### src/rtl/core/dsdo_pkg.sv
// ----------------------------------------------------------------------------
// dsdo_pkg
// Shared types and constants for the two-stack store with oldest-entry drop.
// ----------------------------------------------------------------------------
package dsdo_pkg;

	// Default sizing of the shared store.
	localparam int DSDO_DEPTH     = 8;
	localparam int DSDO_WORD_BITS = 32;

	// Fixed width of the request and response value fields.
	localparam int VALUE_BITS = 32;

	// Command codes.
	localparam logic CMD_PUSH = 1'b0;
	localparam logic CMD_POP  = 1'b1;

	// Stack select codes.
	localparam logic SEL_LOW  = 1'b0;
	localparam logic SEL_HIGH = 1'b1;

	// Response status codes.
	localparam logic [1:0] STATUS_OK        = 2'd0;
	localparam logic [1:0] STATUS_DROP      = 2'd1;
	localparam logic [1:0] STATUS_UNDERFLOW = 2'd2;

	// Value returned by a pop from an empty stack.
	localparam logic signed [VALUE_BITS-1:0] UNDERFLOW_VALUE = '1;

	// One request.
	typedef struct packed {
		logic                         command;
		logic                         stack_select;
		logic signed [VALUE_BITS-1:0] push_value;
	} req_t;

	// One response.
	typedef struct packed {
		logic signed [VALUE_BITS-1:0] pop_value;
		logic [1:0]                   status;
	} rsp_t;

endpackage

### src/rtl/core/dsdo_if.sv
// ----------------------------------------------------------------------------
// dsdo_req_if / dsdo_rsp_if
// Valid/ready channels that carry requests into and responses out of the block.
// ----------------------------------------------------------------------------
interface dsdo_req_if;
	logic          valid;
	logic          ready;
	dsdo_pkg::req_t data;

	modport source (output valid, output data, input ready);
	modport sink   (input valid, input data, output ready);
endinterface

interface dsdo_rsp_if;
	logic          valid;
	logic          ready;
	dsdo_pkg::rsp_t data;

	modport source (output valid, output data, input ready);
	modport sink   (input valid, input data, output ready);
endinterface

### src/rtl/core/dual_stack_drop_oldest.sv
// ----------------------------------------------------------------------------
// dual_stack_drop_oldest
// Two stacks in one shared store; a push into a full store drops an oldest
// entry, a pop from an empty stack reports underflow.
//
//   channel  direction  payload                                 handshake
//   req      in         command, stack_select, push_value       valid/ready
//   rsp      out        pop_value, status                       valid/ready
//
// Each request goes through the request register and the response register;
// a new request is accepted every cycle unless the response is stalled. The
// request register feeds the store update and the response register in the
// same cycle, so back-to-back requests see each other's effect. Reset empties
// both stacks; store words are not cleared. A stalled response holds the
// request stage, and ready falls only when both stages are full.
// ----------------------------------------------------------------------------
module dual_stack_drop_oldest #(
	parameter int DEPTH     = dsdo_pkg::DSDO_DEPTH,
	parameter int WORD_BITS = dsdo_pkg::DSDO_WORD_BITS
) (
	input  logic       clk,
	input  logic       arst_n,
	dsdo_req_if.sink   req,
	dsdo_rsp_if.source rsp
);

	localparam int CW = $clog2(DEPTH + 1);

	dsdo_pkg::req_t req_s1;
	logic           valid_s1;
	dsdo_pkg::rsp_t rsp_q;
	logic           rsp_valid_q;
	dsdo_pkg::rsp_t core_rsp;
	logic           advance;
	logic [CW-1:0]  low_count, high_count;

	// The request stage moves on when the response register is free or drains.
	assign advance   = valid_s1 && (!rsp_valid_q || rsp.ready);
	assign req.ready = !valid_s1 || advance;

	dsdo_core #(
		.DEPTH     (DEPTH),
		.WORD_BITS (WORD_BITS)
	) u_core (
		.clk        (clk),
		.arst_n     (arst_n),
		.en         (advance),
		.req        (req_s1),
		.rsp        (core_rsp),
		.low_count  (low_count),
		.high_count (high_count)
	);

	// Request register.
	always_ff @(posedge clk or negedge arst_n) begin
		if (!arst_n) begin
			valid_s1 <= 1'b0;
		end else if (req.ready) begin
			valid_s1 <= req.valid;
		end
	end

	always_ff @(posedge clk) begin
		if (req.ready && req.valid) req_s1 <= req.data;
	end

	// Response register.
	always_ff @(posedge clk or negedge arst_n) begin
		if (!arst_n) begin
			rsp_valid_q <= 1'b0;
		end else if (advance) begin
			rsp_valid_q <= 1'b1;
		end else if (rsp.ready) begin
			rsp_valid_q <= 1'b0;
		end
	end

	always_ff @(posedge clk) begin
		if (advance) rsp_q <= core_rsp;
	end

	assign rsp.valid = rsp_valid_q;
	assign rsp.data  = rsp_q;

	// The two stacks never hold more entries than the store has.
	a_fill_bound: assert property (@(posedge clk) disable iff (!arst_n)
		(CW + 1)'(low_count) + (CW + 1)'(high_count) <= (CW + 1)'(DEPTH))
		else $error("stack counts exceed the store depth");

	// An underflow response always carries the underflow value.
	a_underflow_value: assert property (@(posedge clk) disable iff (!arst_n)
		rsp.valid && (rsp.data.status == dsdo_pkg::STATUS_UNDERFLOW)
		|-> (rsp.data.pop_value == dsdo_pkg::UNDERFLOW_VALUE))
		else $error("underflow response without the underflow value");

	// A request leaving the first stage is presented as a response next cycle.
	a_advance_presents: assert property (@(posedge clk) disable iff (!arst_n)
		advance |=> rsp_valid_q)
		else $error("processed request did not produce a response");

endmodule

### src/rtl/core/dsdo_core.sv
// ----------------------------------------------------------------------------
// dsdo_core
// Shared word store and the two stack counts. Applies one request per enabled
// cycle and produces its response combinationally.
// ----------------------------------------------------------------------------
module dsdo_core #(
	parameter int DEPTH     = dsdo_pkg::DSDO_DEPTH,
	parameter int WORD_BITS = dsdo_pkg::DSDO_WORD_BITS,
	localparam int CW = $clog2(DEPTH + 1),
	localparam int IW = $clog2(DEPTH)
) (
	input  logic           clk,
	input  logic           arst_n,
	input  logic           en,
	input  dsdo_pkg::req_t req,
	output dsdo_pkg::rsp_t rsp,
	output logic [CW-1:0]  low_count,
	output logic [CW-1:0]  high_count
);

	localparam int VB = dsdo_pkg::VALUE_BITS;

	logic [WORD_BITS-1:0] store_q [DEPTH];
	logic [WORD_BITS-1:0] store_d [DEPTH];
	logic [CW-1:0]        low_q, high_q, low_d, high_d;

	logic [WORD_BITS-1:0] push_word;
	logic [WORD_BITS-1:0] rd_word;
	logic [VB-1:0]        rd_value;
	logic [CW-1:0]        rd_addr_w;
	logic [IW-1:0]        rd_addr;
	logic [CW-1:0]        wr_addr_w;
	logic                 is_push, is_low, full, low_empty, high_empty;
	logic                 push_room, drop_up, shift_low, drop_down, shift_high;

	// Fit the pushed value into a store word and a store word into the response.
	if (WORD_BITS < VB) begin : g_narrow
		assign push_word = req.push_value[WORD_BITS-1:0];
		assign rd_value  = {{(VB - WORD_BITS){1'b0}}, rd_word};
	end else if (WORD_BITS == VB) begin : g_equal
		assign push_word = req.push_value;
		assign rd_value  = rd_word;
	end else begin : g_wide
		assign push_word = {{(WORD_BITS - VB){1'b0}}, req.push_value};
		assign rd_value  = rd_word[VB-1:0];
	end

	// Decode the request against the current fill state.
	assign is_push    = (req.command == dsdo_pkg::CMD_PUSH);
	assign is_low     = (req.stack_select == dsdo_pkg::SEL_LOW);
	assign full       = (CW'(low_q + high_q) == CW'(DEPTH));
	assign low_empty  = (low_q == '0);
	assign high_empty = (high_q == '0);

	assign push_room  = is_push && !full;
	assign drop_up    = is_push && full && is_low && low_empty;
	assign shift_low  = is_push && full && is_low && !low_empty;
	assign drop_down  = is_push && full && !is_low && high_empty;
	assign shift_high = is_push && full && !is_low && !high_empty;

	// Write slot of a push into free space, and top slot of the selected stack.
	assign wr_addr_w = is_low ? low_q : CW'(DEPTH - 1) - high_q;
	assign rd_addr_w = is_low ? low_q - CW'(1) : CW'(DEPTH) - high_q;
	assign rd_addr   = rd_addr_w[IW-1:0];
	assign rd_word   = store_q[rd_addr];

	// Next value of every entry, computed independently per slot.
	for (genvar i = 0; i < DEPTH; i++) begin : g_slot
		logic [WORD_BITS-1:0] from_below, from_above;

		if (i == 0) begin : g_first
			assign from_below = push_word;
		end else begin : g_below
			assign from_below = store_q[i-1];
		end
		if (i == DEPTH - 1) begin : g_last
			assign from_above = push_word;
		end else begin : g_above
			assign from_above = store_q[i+1];
		end

		always_comb begin
			store_d[i] = store_q[i];
			if (push_room) begin
				if (wr_addr_w == CW'(i)) store_d[i] = push_word;
			end else if (drop_up) begin
				store_d[i] = (i == 0) ? push_word : from_below;
			end else if (drop_down) begin
				store_d[i] = (i == DEPTH - 1) ? push_word : from_above;
			end else if (shift_low) begin
				if (CW'(i) == low_q - CW'(1)) store_d[i] = push_word;
				else if (CW'(i) < low_q) store_d[i] = from_above;
			end else if (shift_high) begin
				if (CW'(i) == CW'(DEPTH) - high_q) store_d[i] = push_word;
				else if (CW'(i) > CW'(DEPTH) - high_q) store_d[i] = from_below;
			end
		end
	end

	// Next counts and the response.
	always_comb begin
		low_d  = low_q;
		high_d = high_q;
		rsp.pop_value = '0;
		rsp.status    = dsdo_pkg::STATUS_OK;
		if (is_push) begin
			if (!full) begin
				if (is_low) low_d = low_q + CW'(1);
				else        high_d = high_q + CW'(1);
			end else begin
				rsp.status = dsdo_pkg::STATUS_DROP;
				if (drop_up) begin
					low_d = CW'(1);
					if (!high_empty) high_d = high_q - CW'(1);
				end else if (drop_down) begin
					high_d = CW'(1);
					if (!low_empty) low_d = low_q - CW'(1);
				end
			end
		end else if ((is_low && low_empty) || (!is_low && high_empty)) begin
			rsp.pop_value = dsdo_pkg::UNDERFLOW_VALUE;
			rsp.status    = dsdo_pkg::STATUS_UNDERFLOW;
		end else begin
			rsp.pop_value = rd_value;
			if (is_low) low_d = low_q - CW'(1);
			else        high_d = high_q - CW'(1);
		end
	end

	// Store words hold payload only and need no reset.
	always_ff @(posedge clk) begin
		if (en) store_q <= store_d;
	end

	// Stack counts.
	always_ff @(posedge clk or negedge arst_n) begin
		if (!arst_n) begin
			low_q  <= '0;
			high_q <= '0;
		end else if (en) begin
			low_q  <= low_d;
			high_q <= high_d;
		end
	end

	assign low_count  = low_q;
	assign high_count = high_q;

endmodule

### src/flat_wrapper.sv
// flat-port wrapper written by rule: the top's interface ports become plain ports
module dual_stack_drop_oldest_flat 
#(
	parameter int DEPTH     = dsdo_pkg::DSDO_DEPTH,
	parameter int WORD_BITS = dsdo_pkg::DSDO_WORD_BITS
)
  (clk, arst_n, req_valid, req_data, req_ready, rsp_valid, rsp_data, rsp_ready);
  dsdo_req_if req_i ();
  dsdo_rsp_if rsp_i ();
  input  logic clk;
  input  logic arst_n;
  input wire logic [$bits(req_i.valid)-1:0] req_valid;
  input wire logic [$bits(req_i.data)-1:0] req_data;
  output wire logic [$bits(req_i.ready)-1:0] req_ready;
  output wire logic [$bits(rsp_i.valid)-1:0] rsp_valid;
  output wire logic [$bits(rsp_i.data)-1:0] rsp_data;
  input wire logic [$bits(rsp_i.ready)-1:0] rsp_ready;
  assign req_i.valid = req_valid;
  assign req_i.data = req_data;
  assign req_ready = req_i.ready;
  assign rsp_valid = rsp_i.valid;
  assign rsp_data = rsp_i.data;
  assign rsp_i.ready = rsp_ready;
  dual_stack_drop_oldest #(.DEPTH(DEPTH), .WORD_BITS(WORD_BITS)) u_core (.clk(clk), .arst_n(arst_n), .req(req_i), .rsp(rsp_i));
endmodule
### config.mk
export PLATFORM = sky130hd
export DESIGN_NAME = dual_stack_drop_oldest_flat
export DESIGN_NICKNAME = d
export VERILOG_FILES = /design/src/rtl/core/dsdo_pkg.sv /design/src/rtl/core/dsdo_if.sv /design/src/rtl/core/dual_stack_drop_oldest.sv /design/src/rtl/core/dsdo_core.sv /design/src/flat_wrapper.sv
export SDC_FILE = /design/constraint.sdc
export NUM_CORES = 1
export LEC_CHECK = 0
export BUFFER_PORTS_ARGS = -buffer_cell sky130_fd_sc_hd__buf_2
export CAP_MARGIN = 20
export CELL_PAD_IN_SITES_DETAIL_PLACEMENT = 0
export CELL_PAD_IN_SITES_GLOBAL_PLACEMENT = 1
export CORE_MARGIN = 4
export CORE_UTILIZATION = 35
export CTS_CLUSTER_SIZE = 28
export DETAILED_ROUTE_END_ITERATION = 16
export PLACE_DENSITY_LB_ADDON = 0.1
export SLEW_MARGIN = 30
export SYNTH_ARGS = -nofsm -noshare
export SYNTH_HDL_FRONTEND = slang
export SYNTH_HIERARCHICAL = 1
export SYNTH_SLANG_ARGS = --single-unit
### constraint.sdc
create_clock -name clk -period 9.87 [get_ports clk]
set_clock_uncertainty 0.15 [all_clocks]
set_input_delay 1.974 -clock clk [delete_from_list [all_inputs] [get_ports clk]]
set_output_delay 1.974 -clock clk [all_outputs]
set_load 0.03 [all_outputs]
==> results of run 1 <==
-- final cells by class --
type,count,area [um^2],area share [%]
multi-input cells,1427,11100,45.5
repair buffers,125,788,3.24
well taps,837,1050,4.31
clock buffers,59,1200,4.94
flip-flops and latches,334,9980,41.0
clock inverters,18,195,0.803
inverters,12,45.0,0.185
-- worst reg2reg max path: cells and delay by family, from the launching register on --
kind / cells / cell delay (ns)
adders and majority gates: 2 / 0.77
AOI/OAI and AO/OA: 3 / 0.56
and+or+nand+nor: 4 / 1.53
buffers and inverters: 3 / 1.39
DFF: 1 / 0.67
-- flip-flops by register name (all words and copies together), names as in the netlist --
register,flops
u_core/req_s1,34
u_core/rsp.data,34
u_core/rsp.valid,1
u_core/u_core/g_slot.from_above,224
u_core/u_core/g_slot.from_below,32
u_core/u_core/high_count,4
u_core/u_core/low_count,4
u_core/valid_s1,1
-- cells in the final DEF, fill, tap and decap left out, types with 7 or more instances in the layout --
| cell | n |
|---|---|
| edfxtp_1 | 324 |
| o21ai_0 | 268 |
| a21oi_1 | 207 |
| mux2i_1 | 192 |
| o221ai_1 | 155 |
| nand2_1 | 88 |
| buf_2 | 73 |
| mux4_2 | 64 |
| o21ai_1 | 59 |
| nor2_1 | 56 |
| buf_4 | 50 |
| clkbuf_16 | 46 |
| nand3b_1 | 34 |
| mux2_2 | 33 |
| a221oi_1 | 31 |
| mux2_1 | 30 |
| o311ai_0 | 24 |
| ha_1 | 14 |
| clkbuf_1 | 13 |
| nand2b_1 | 13 |
| nand3_1 | 11 |
| dfrtp_1 | 10 |
| inv_1 | 10 |
| o31ai_1 | 10 |
| nor2b_1 | 9 |
| nor3_1 | 9 |
| clkinv_2 | 8 |
| o311ai_1 | 8 |
| nand2_2 | 7 |
-- worst max path at each step --
stage,start,endpoint,depth (start not counted)
floorplan,rsp_ready,u_core/u_core/g_slot[1].from_above[0],5
global placement,u_core/u_core/low_count[1],u_core/u_core/g_slot[0].from_above[15],10
detailed placement,u_core/u_core/low_count[1],u_core/u_core/g_slot[1].from_above[15],10
CTS,u_core/u_core/low_count[1],u_core/u_core/g_slot[1].from_above[15],10
global route,u_core/u_core/high_count[0],u_core/u_core/g_slot[0].from_above[25],11
finish,u_core/u_core/high_count[0],u_core/u_core/g_slot[3].from_above[19],12
-- through the flow --
step | hold WS [ns] | total power, uW | cells | area [um^2]
global placement | 0.362 | 5920 | 2733 | 22900
detailed placement | 0.374 | 5970 | 2734 | 22900
CTS | 0.378 | 7620 | 2811 | 24300
finish | 0.376 | 7630 | 2812 | 24300
floorplan | 0.356 | 4680 | 1991 | 21700
global route | 0.394 | 8000 | 2812 | 24300
-- cell families after synthesis --
| group | Yosys count | share of synthesized area, % |
|---|---|---|
| compound gates | 811 | 23.2 |
| simple gates | 275 | 6.53 |
| xor+xnor | 6 | 0.242 |
| buf+inv | 230 | 4.39 |
| fa+ha+maj | 15 | 0.899 |
| mux | 320 | 18.8 |
| flops | 334 | 46.0 |
-- power by group --
group          switching (uW)  total [uW]  internal (uW)
clock                     661        1610            953
combinational            2460        3830           1370
sequential                212        2180           1970
-- routing by layer --
layer  GRT usage [%]  wire [um]  vias to the layer above
li1                -          -                     7945
met1            36.4      38200                     9607
met2            40.2      39800                     1184
met3            4.77       8050                      230
met4            10.0       3730                        0
met5               0          0                        -
==> flow_summary.json, run 1 <==
{
  "dr_total_vias": 19000,
  "drcViolationCount": 0,
  "r2r_slack_ns": 4.40,
  "finalMaxSlewViolations": 0,
  "end_kind": "flip-flop",
  "worstPathArrival_ns": 5.52,
  "drive_gt1_share_pct": 16.9,
  "synth_seq_cells": 334,
  "ys_seq_area_share_pct": 46.0,
  "min-delay-start": "u_core/valid_s1",
  "grt_pass1_wl_um": 129000,
  "ant_nets": 0,
  "die-area_um2": 66100,
  "nFillCells": 5922,
  "fin_nets": 1997,
  "vias_per_cell": 6.74,
  "cts_tree": "done",
  "rr_worst_depth": 12,
  "hold_class": "flip-flop to flip-flop",
  "pre_cts_ws_ns": 4.40,
  "status": "completed",
  "cts_inserted_buffers": 44,
  "gp_congestion": 0.792,
  "grt_pass1_vias": 18400,
  "clk_pin_slew_ns": 0.06,
  "slowest_stage": "or2_4",
  "die_x_um": 257,
  "num_rows": 91,
  "wire_per_inst_um": 31.9,
  "cts_resized": 0,
  "setup_viol": 0,
  "die_h_um": 257,
  "cp_slowest_stage_delay_ns": 0.72,
  "cp_cell_sequence": "ha_1 -> inv_1 -> fa_1 -> nor2b_1 -> nand2_1 -> nor3_4 -> or2_4 -> buf_4 -> a21oi_1 -> a311oi_1 -> o21a_2 -> buf_4",
  "vdd_drop_max_mv": 0.153,
  "synth_area_um2": 21700,
  "clock_path_buffers": 3,
  "h-tree-depth": 2,
  "maxCapViolations": 0,
  "yosysTopAreaCell": "edfxtp_1",
  "root_buffer": "clkbuf_16",
  "maxSlewHeadroom_pct": 29.6,
  "boundaryPins": 74,
  "tightest_slew_ns": 1.06,
  "crit_required_ns": 9.92,
  "crit_buf_inv": 3,
  "critPathMaxFanout": 59,
  "clock_sinks": 334,
  "reg2reg_to": "u_core/u_core/g_slot[3].from_above[19]",
  "crit_type": "flip-flop to flip-flop",
  "hold_viol": 0,
  "async_flop_share_pct": 2.99,
  "antenna_found_initial": 0,
  "core_area_um2": 61600,
  "gr-total-overflow": 0,
  "avgSynthCellArea_um2": 10.9,
  "drt-total-wl_um": 89800,
  "fin_tns_setup_ns": 0,
  "synthCells": 1991,
  "synth_warnings": 6,
  "grtUsageTotal_pct": 26.0,
  "cp_top_family": "simple AND/OR/NAND/NOR gates",
  "firstDrtPassIters": 5,
  "dp_hpwl_um": 45300,
  "hold_end": "u_core/rsp.valid",
  "start_kind": "flip-flop",
  "worst_slack_ns": 4.40,
  "ys_top_cells_by_count": "edfxtp_1, o21ai_0, a21oi_1",
  "syn2layout_area_growth_pct": 12.0,
  "final_core_util_pct": 39.5,
  "synth_top_area_share_pct": 44.8,
  "yosysMostFrequentCell": "edfxtp_1",
  "crit_path_frequent_cell": "buf_4",
  "rr_startpoint": "u_core/u_core/high_count[0]",
  "synthTopCellsByArea": "edfxtp_1, mux2i_1, mux4_2",
  "power-per-cell-area_nw_per_um2": 314,
  "leakagePower_uw": 0.00821,
  "cts_setup_buffers": 0,
  "whs_path_depth": 1,
  "ys.flop_type": "edfxtp_1",
  "diodes": 0,
  "yosys.cell_types.count": 72,
  "grt_max_degree": 86,
  "period_needed_ns": 5.47,
  "clk_latency_ns": 0.58,
  "clock.fmax_mhz": 183,
  "portBuffers": 73,
  "rsz0062_at_grt": "no",
  "ctsHoldBuffers": 0,
  "syn-num-nets": 2044,
  "synth_edf_count": 324,
  "fin_crit_sh_pct": 55.5,
  "initial_utilization_pct": 35.2,
  "first_iter_violations": 2538
}
Note: power is estimated with default switching activity, not from simulation.
==> inputs of run 2 (changes only) <==
==> constraint.sdc (replaced) <==
create_clock -name clk -period 4.45 [get_ports clk]
set_clock_uncertainty 0.15 [all_clocks]
set_input_delay 0.89 -clock clk [delete_from_list [all_inputs] [get_ports clk]]
set_output_delay 0.89 -clock clk [all_outputs]
set_load 0.03 [all_outputs]
==> run 2 against run 1 <==
Net effect: first-iteration DRC count decreased by 11%; non-clock buffer count increased by 40; design area increased by 2.9%; cell count increased by 1.6%.
==> flow_summary.json, run 2 (same netlist as run 1, synthesis figures left out) <==
{
  "status": "completed",
  "antenna_found_initial": 0,
  "hold_viol": 0,
  "maxSlewHeadroom_pct": 30.1,
  "rr_worst_depth": 10,
  "h-tree-depth": 2,
  "vias_per_cell": 6.69,
  "start_kind": "flip-flop",
  "gr-total-overflow": 0,
  "die_h_um": 257,
  "whs_path_depth": 1,
  "min-delay-start": "req_data[26]",
  "clock_path_buffers": 3,
  "finalInstanceArea_um2": 25000,
  "cts_setup_buffers": 0,
  "fin_tns_setup_ns": 0,
  "rsz0062_at_grt": "no",
  "dp_hpwl_um": 50600,
  "diodes": 0,
  "crit_required_ns": 4.70,
  "first_iter_violations": 2255,
  "power-per-cell-area_nw_per_um2": 684,
  "grtUsageTotal_pct": 26.3,
  "most-common-layout-cells": "edfxtp_1, o21ai_0, a21oi_1, mux2i_1, o221ai_1",
  "slowest_stage": "o21ai_0",
  "fin_nets": 2037,
  "portBuffers": 73,
  "tightest_slew_ns": 1.05,
  "layout_commonest_cell": "edfxtp_1",
  "r2r_slack_ns": 0.31,
  "end_kind": "flip-flop",
  "num_rows": 91,
  "crit_path_frequent_cell": "o21ai_0",
  "root_buffer": "clkbuf_16",
  "syn2layout_area_growth_pct": 15.3,
  "drt-total-wl_um": 90200,
  "die_x_um": 257,
  "period_needed_ns": 4.14,
  "clk_pin_slew_ns": 0.06,
  "cp_slowest_stage_delay_ns": 0.66,
  "grt_pass1_wl_um": 132000,
  "vdd_drop_max_mv": 0.345,
  "firstDrtPassIters": 8,
  "fin_crit_sh_pct": 93.0,
  "finalMaxSlewViolations": 0,
  "hold_class": "primary input to flip-flop",
  "instances_no_fill": 2856,
  "ant_nets": 0,
  "hold_end": "u_core/req_s1[26]",
  "grt_pass1_vias": 18700,
  "core_area_um2": 61600,
  "rr_startpoint": "u_core/u_core/low_count[1]",
  "maxCapViolations": 0,
  "cp_cell_sequence": "inv_1 -> ha_1 -> nor2b_1 -> a21boi_0 -> o21ai_0 -> nand2_2 -> buf_12 -> o221ai_1 -> a21oi_1 -> o21ai_0",
  "placed_area_um2": 23600,
  "critPathMaxFanout": 20,
  "leakagePower_uw": 0.00853,
  "grt_max_degree": 102,
  "setup_viol": 0,
  "largest_reg_flops": 224,
  "worstPathArrival_ns": 4.39,
  "cts_tree": "done",
  "boundaryPins": 74,
  "drcViolationCount": 0,
  "crit_type": "flip-flop to flip-flop",
  "dr_total_vias": 19100,
  "power.total_uw": 17100,
  "initial_utilization_pct": 35.2,
  "gp_congestion": 0.818,
  "reg2reg_to": "u_core/u_core/g_slot[3].from_above[3]",
  "die-area_um2": 66100,
  "place_inst": 2773,
  "cts_inserted_buffers": 44,
  "clock.fmax_mhz": 242,
  "drive_gt1_share_pct": 18.3,
  "wire_per_inst_um": 31.6,
  "clock_sinks": 334,
  "clk_latency_ns": 0.59
}
[run 2: what timing repair did]
action,4_1_cts,5_1_grt
resized for setup,0,1
hold endpoints to repair,10,0
endpoints found under the setup margin,0,12
hold buffers,1,0
[run 2: cell type report]
cell class                      count  area (um^2)
Fill cell                        5875        36600
Multi-Input combinational cell   1427        11100
Sequential cell                   334         9980
Timing Repair Buffer              165         1500
Clock buffer                       54         1140
Tap cell                          837         1050
Clock inverter                     27          198
Inverter                           12         45.0
[run 2: how the worst max path moves through the flow]
stage	start	to	slack, ns	cells after the start
floorplan	u_core/u_core/low_count[0]	u_core/u_core/g_slot[2].from_above[0]	0.08	12
global placement	u_core/u_core/low_count[1]	u_core/u_core/g_slot[1].from_above[19]	0.27	10
detailed placement	u_core/u_core/low_count[1]	u_core/u_core/g_slot[0].from_above[20]	0.23	10
CTS	u_core/u_core/low_count[1]	u_core/u_core/g_slot[5].from_above[18]	0.22	10
global route	u_core/u_core/low_count[1]	u_core/u_core/g_slot[1].from_above[16]	0.12	10
finish	u_core/u_core/low_count[1]	u_core/u_core/g_slot[3].from_above[3]	0.31	10
[run 2: critical path: cells and delay by family, from the launching register on]
family / cells / cell delay [ns]
adders and majority gates: 1 / 0.46
and+or+nand+nor: 2 / 0.90
DFF: 1 / 0.49
AOI/OAI and AO/OA: 5 / 1.37
buffers and inverters: 2 / 0.57
[run 2: per-stage QoR]
stage / setup WS [ns] / hold WS (ns) / utilization [%]
2_1_floorplan: 0.0848 / 0.356 / -
3_3_place_gp: 0.271 / 0.371 / 38.3
3_5_place_dp: 0.234 / 0.389 / 38.4
4_1_cts: 0.221 / 0.294 / 40.6
5_1_grt: 0.120 / 0.306 / 40.6
6_report: 0.311 / 0.323 / 40.6
[run 2: layer usage]
metal | global-route usage [%] | vias to the layer above | wire length, um | part of all wire, %
met4 | 10.6 | 0 | 3780 | 4.2
met3 | 3.57 | 240 | 7020 | 7.8
met2 | 41.3 | 1130 | 41200 | 46
li1 | - | 8058 | - | -
met5 | 0 | - | 0 | 0
met1 | 36.8 | 9671 | 38200 | 42
[run 2: report_power, final]
part / total (uW) / switching (uW) / internal, uW / leakage [uW]
sequential: 4800 / 428 / 4370 / 0.00312
combinational: 8910 / 5550 / 3360 / 0.00475
clock: 3410 / 1480 / 1940 / 0.000657
total: 17100 / 7460 / 9670 / 0.00853
==> inputs of run 3 (changes only) <==
--- a/config.mk
+++ b/config.mk
@@ -5,6 +5,7 @@
 export SDC_FILE = /design/constraint.sdc
 export NUM_CORES = 1
 export LEC_CHECK = 0
+export ABC_AREA = 1
 export BUFFER_PORTS_ARGS = -buffer_cell sky130_fd_sc_hd__buf_2
 export CAP_MARGIN = 20
 export CELL_PAD_IN_SITES_DETAIL_PLACEMENT = 0
==> run 3 against run 2 <==
Net effect: synthesized cell count rose by 110%; sequential share of layout area fell by 7.0 points; wire length rose by 58%; register-to-register slack improved by 0.09 ns; first-iteration DRC count rose by 59%; utilization fell by 1.7 points; worst hold slack got worse by 0.027 ns; critical endpoint is now u_core/u_core/g_slot[3].from_above[0]; flip-flop and latch count did not move.
==> flow_summary.json, run 3 <==
{
  "status": "completed",
  "grt_pass1_wl_um": 206000,
  "most-common-layout-cells": "nand2_1, o21ai_0, nand3_1, nor2_1, edfxtp_1",
  "crit_type": "flip-flop to flip-flop",
  "drt-total-wl_um": 143000,
  "fin_nets": 4143,
  "power.total_uw": 21600,
  "cts_inserted_buffers": 48,
  "ant_nets": 0,
  "core_area_um2": 78000,
  "rr_worst_depth": 15,
  "root_buffer": "clkbuf_16",
  "avgSynthCellArea_um2": 6.57,
  "worstPathArrival_ns": 4.13,
  "cts_tree": "done",
  "largest_reg_flops": 224,
  "grt_max_degree": 129,
  "crit_required_ns": 4.54,
  "rsz0062_at_grt": "no",
  "leakagePower_uw": 0.0144,
  "h-tree-depth": 2,
  "yosysTopAreaCell": "edfxtp_1",
  "die_h_um": 289,
  "ys_top_cells_by_count": "nand2_1, o21ai_0, nand3_1",
  "syn2layout_area_growth_pct": 9.60,
  "drive_gt1_share_pct": 7.57,
  "cp_cell_sequence": "ha_1 -> inv_1 -> fa_1 -> nand2_1 -> nor2_1 -> nand2_1 -> inv_2 -> nand2_2 -> nand2_4 -> buf_4 -> a21oi_1 -> nor2_1 -> nand2_1 -> nor2_4 -> buf_4",
  "ys_seq_area_share_pct": 36.0,
  "dp_hpwl_um": 77600,
  "maxSlewHeadroom_pct": 31.0,
  "die-area_um2": 83800,
  "async_flop_share_pct": 2.99,
  "hold_class": "primary input to flip-flop",
  "vias_per_cell": 5.84,
  "critPathMaxFanout": 64,
  "nFillCells": 8406,
  "synth_top_area_share_pct": 35.1,
  "dr_total_vias": 30100,
  "cts_resized": 0,
  "ctsHoldBuffers": 1,
  "clk_latency_ns": 0.62,
  "diodes": 0,
  "period_needed_ns": 4.05,
  "synth_seq_cells": 334,
  "power-per-cell-area_nw_per_um2": 710,
  "wire_per_inst_um": 27.6,
  "syn-num-nets": 4274,
  "finalMaxSlewViolations": 0,
  "grt_pass1_vias": 28400,
  "tightest_slew_ns": 1.04,
  "end_kind": "flip-flop",
  "clk_pin_slew_ns": 0.06,
  "multiInputGateArea_um2": 15000,
  "synth_warnings": 6,
  "clock_sinks": 334,
  "drcViolationCount": 0,
  "firstDrtPassIters": 5,
  "first_iter_violations": 3582,
  "clock_path_buffers": 3,
  "fin_tns_setup_ns": 0,
  "synth_area_um2": 27700,
  "fin_crit_sh_pct": 91.0,
  "maxCapViolations": 0,
  "synthTopCellsByArea": "edfxtp_1, nand2_1, o21ai_0",
  "yosysMostFrequentCell": "nand2_1",
  "die_x_um": 289,
  "hold_viol": 0,
  "initial_utilization_pct": 35.5,
  "synth_edf_count": 324,
  "gr-total-overflow": 0,
  "layout_commonest_cell": "nand2_1",
  "vdd_drop_max_mv": 0.589,
  "gp_congestion": 0.848,
  "yosys.cell_types.count": 39,
  "seqCellArea_um2": 9980,
  "cp_slowest_stage_delay_ns": 0.73,
  "slowest_stage": "buf_4",
  "start_kind": "flip-flop",
  "num_rows": 102,
  "ys.flop_type": "edfxtp_1",
  "boundaryPins": 74,
  "portBuffers": 73,
  "grtUsageTotal_pct": 33.5,
  "cts_setup_buffers": 0,
  "whs_path_depth": 1,
  "setup_viol": 0,
  "antenna_found_initial": 5,
  "synthCells": 4221,
  "crit_path_frequent_cell": "nand2_1",
  "clock.fmax_mhz": 247
}
==> run 3: worst max-delay path: cells and delay by family (launching register included) <==
| family | cells | cell delay, ns |
|---|---|---|
| AND/OR/NAND/NOR | 8 | 0.84 |
| AO/OA/AOI/OAI | 1 | 0.08 |
| buffers and inverters | 4 | 1.37 |
| adder cells (fa/ha/maj) | 2 | 0.70 |
| flip-flops | 1 | 0.50 |
==> run 3: cell type report <==
| class | count | area share [%] |
|---|---|---|
| Clock buffer | 64 | 4.25 |
| Clock inverter | 20 | 0.593 |
| Inverter | 327 | 4.09 |
| Multi-Input combinational cell | 3205 | 49.5 |
| Sequential cell | 334 | 32.8 |
| Tap cell | 1040 | 4.28 |
| Timing Repair Buffer | 174 | 4.46 |
==> run 3: cell families after synthesis <==
group	after synthesis	share of synthesized area, %
xor gates and xnor gates	7	0.289
buffers and inverters	682	10.5
and+or+nand+nor	2459	37.3
AOI/OAI and AO/OA	724	15.2
adders and majority gates	15	0.704
DFF	334	36.0
==> run 3: where the power goes <==
part | switching [uW] | internal (uW) | total, uW
sequential | 466 | 4340 | 4810
combinational | 9720 | 3240 | 13000
clock | 1630 | 2190 | 3820
==> run 3: worst paths after layout <==
kind / start / slack, ns / end
max: u_core/u_core/low_count[0] / 0.40 / u_core/u_core/g_slot[3].from_above[0]
min reg2reg: u_core/valid_s1 / 0.38 / u_core/rsp.valid
max in group asynchronous: arst_n / 3.38 / u_core/u_core/low_count[2]
min: req_data[13] / 0.30 / u_core/req_s1[13]
max reg2reg: u_core/u_core/low_count[0] / 0.40 / u_core/u_core/g_slot[3].from_above[0]
min in group asynchronous: arst_n / 0.55 / u_core/u_core/high_count[0]
==> run 3: per-layer routing <==
metal  routed length (um)  global-route usage, %
met5                   13                      0
met4                 5710                   12.1
met3                13100                   5.50
met2                63700                   53.6
met1                60200                   45.8
==> run 3: per-stage QoR <==
step / util (%) / setup WS [ns] / cell area [um^2] / instances / hold WS [ns]
after CTS: 39.0 / 0.483 / 30400 / 5164 / 0.273
after floorplan: - / 0.0117 / 27700 / 4221 / 0.328
after detailed placement: 37.1 / 0.511 / 28900 / 5079 / 0.368
final: 39.0 / 0.402 / 30400 / 5164 / 0.297
after global placement: 37.1 / 0.552 / 28900 / 5079 / 0.379
after global routing: 39.0 / 0.215 / 30400 / 5164 / 0.294
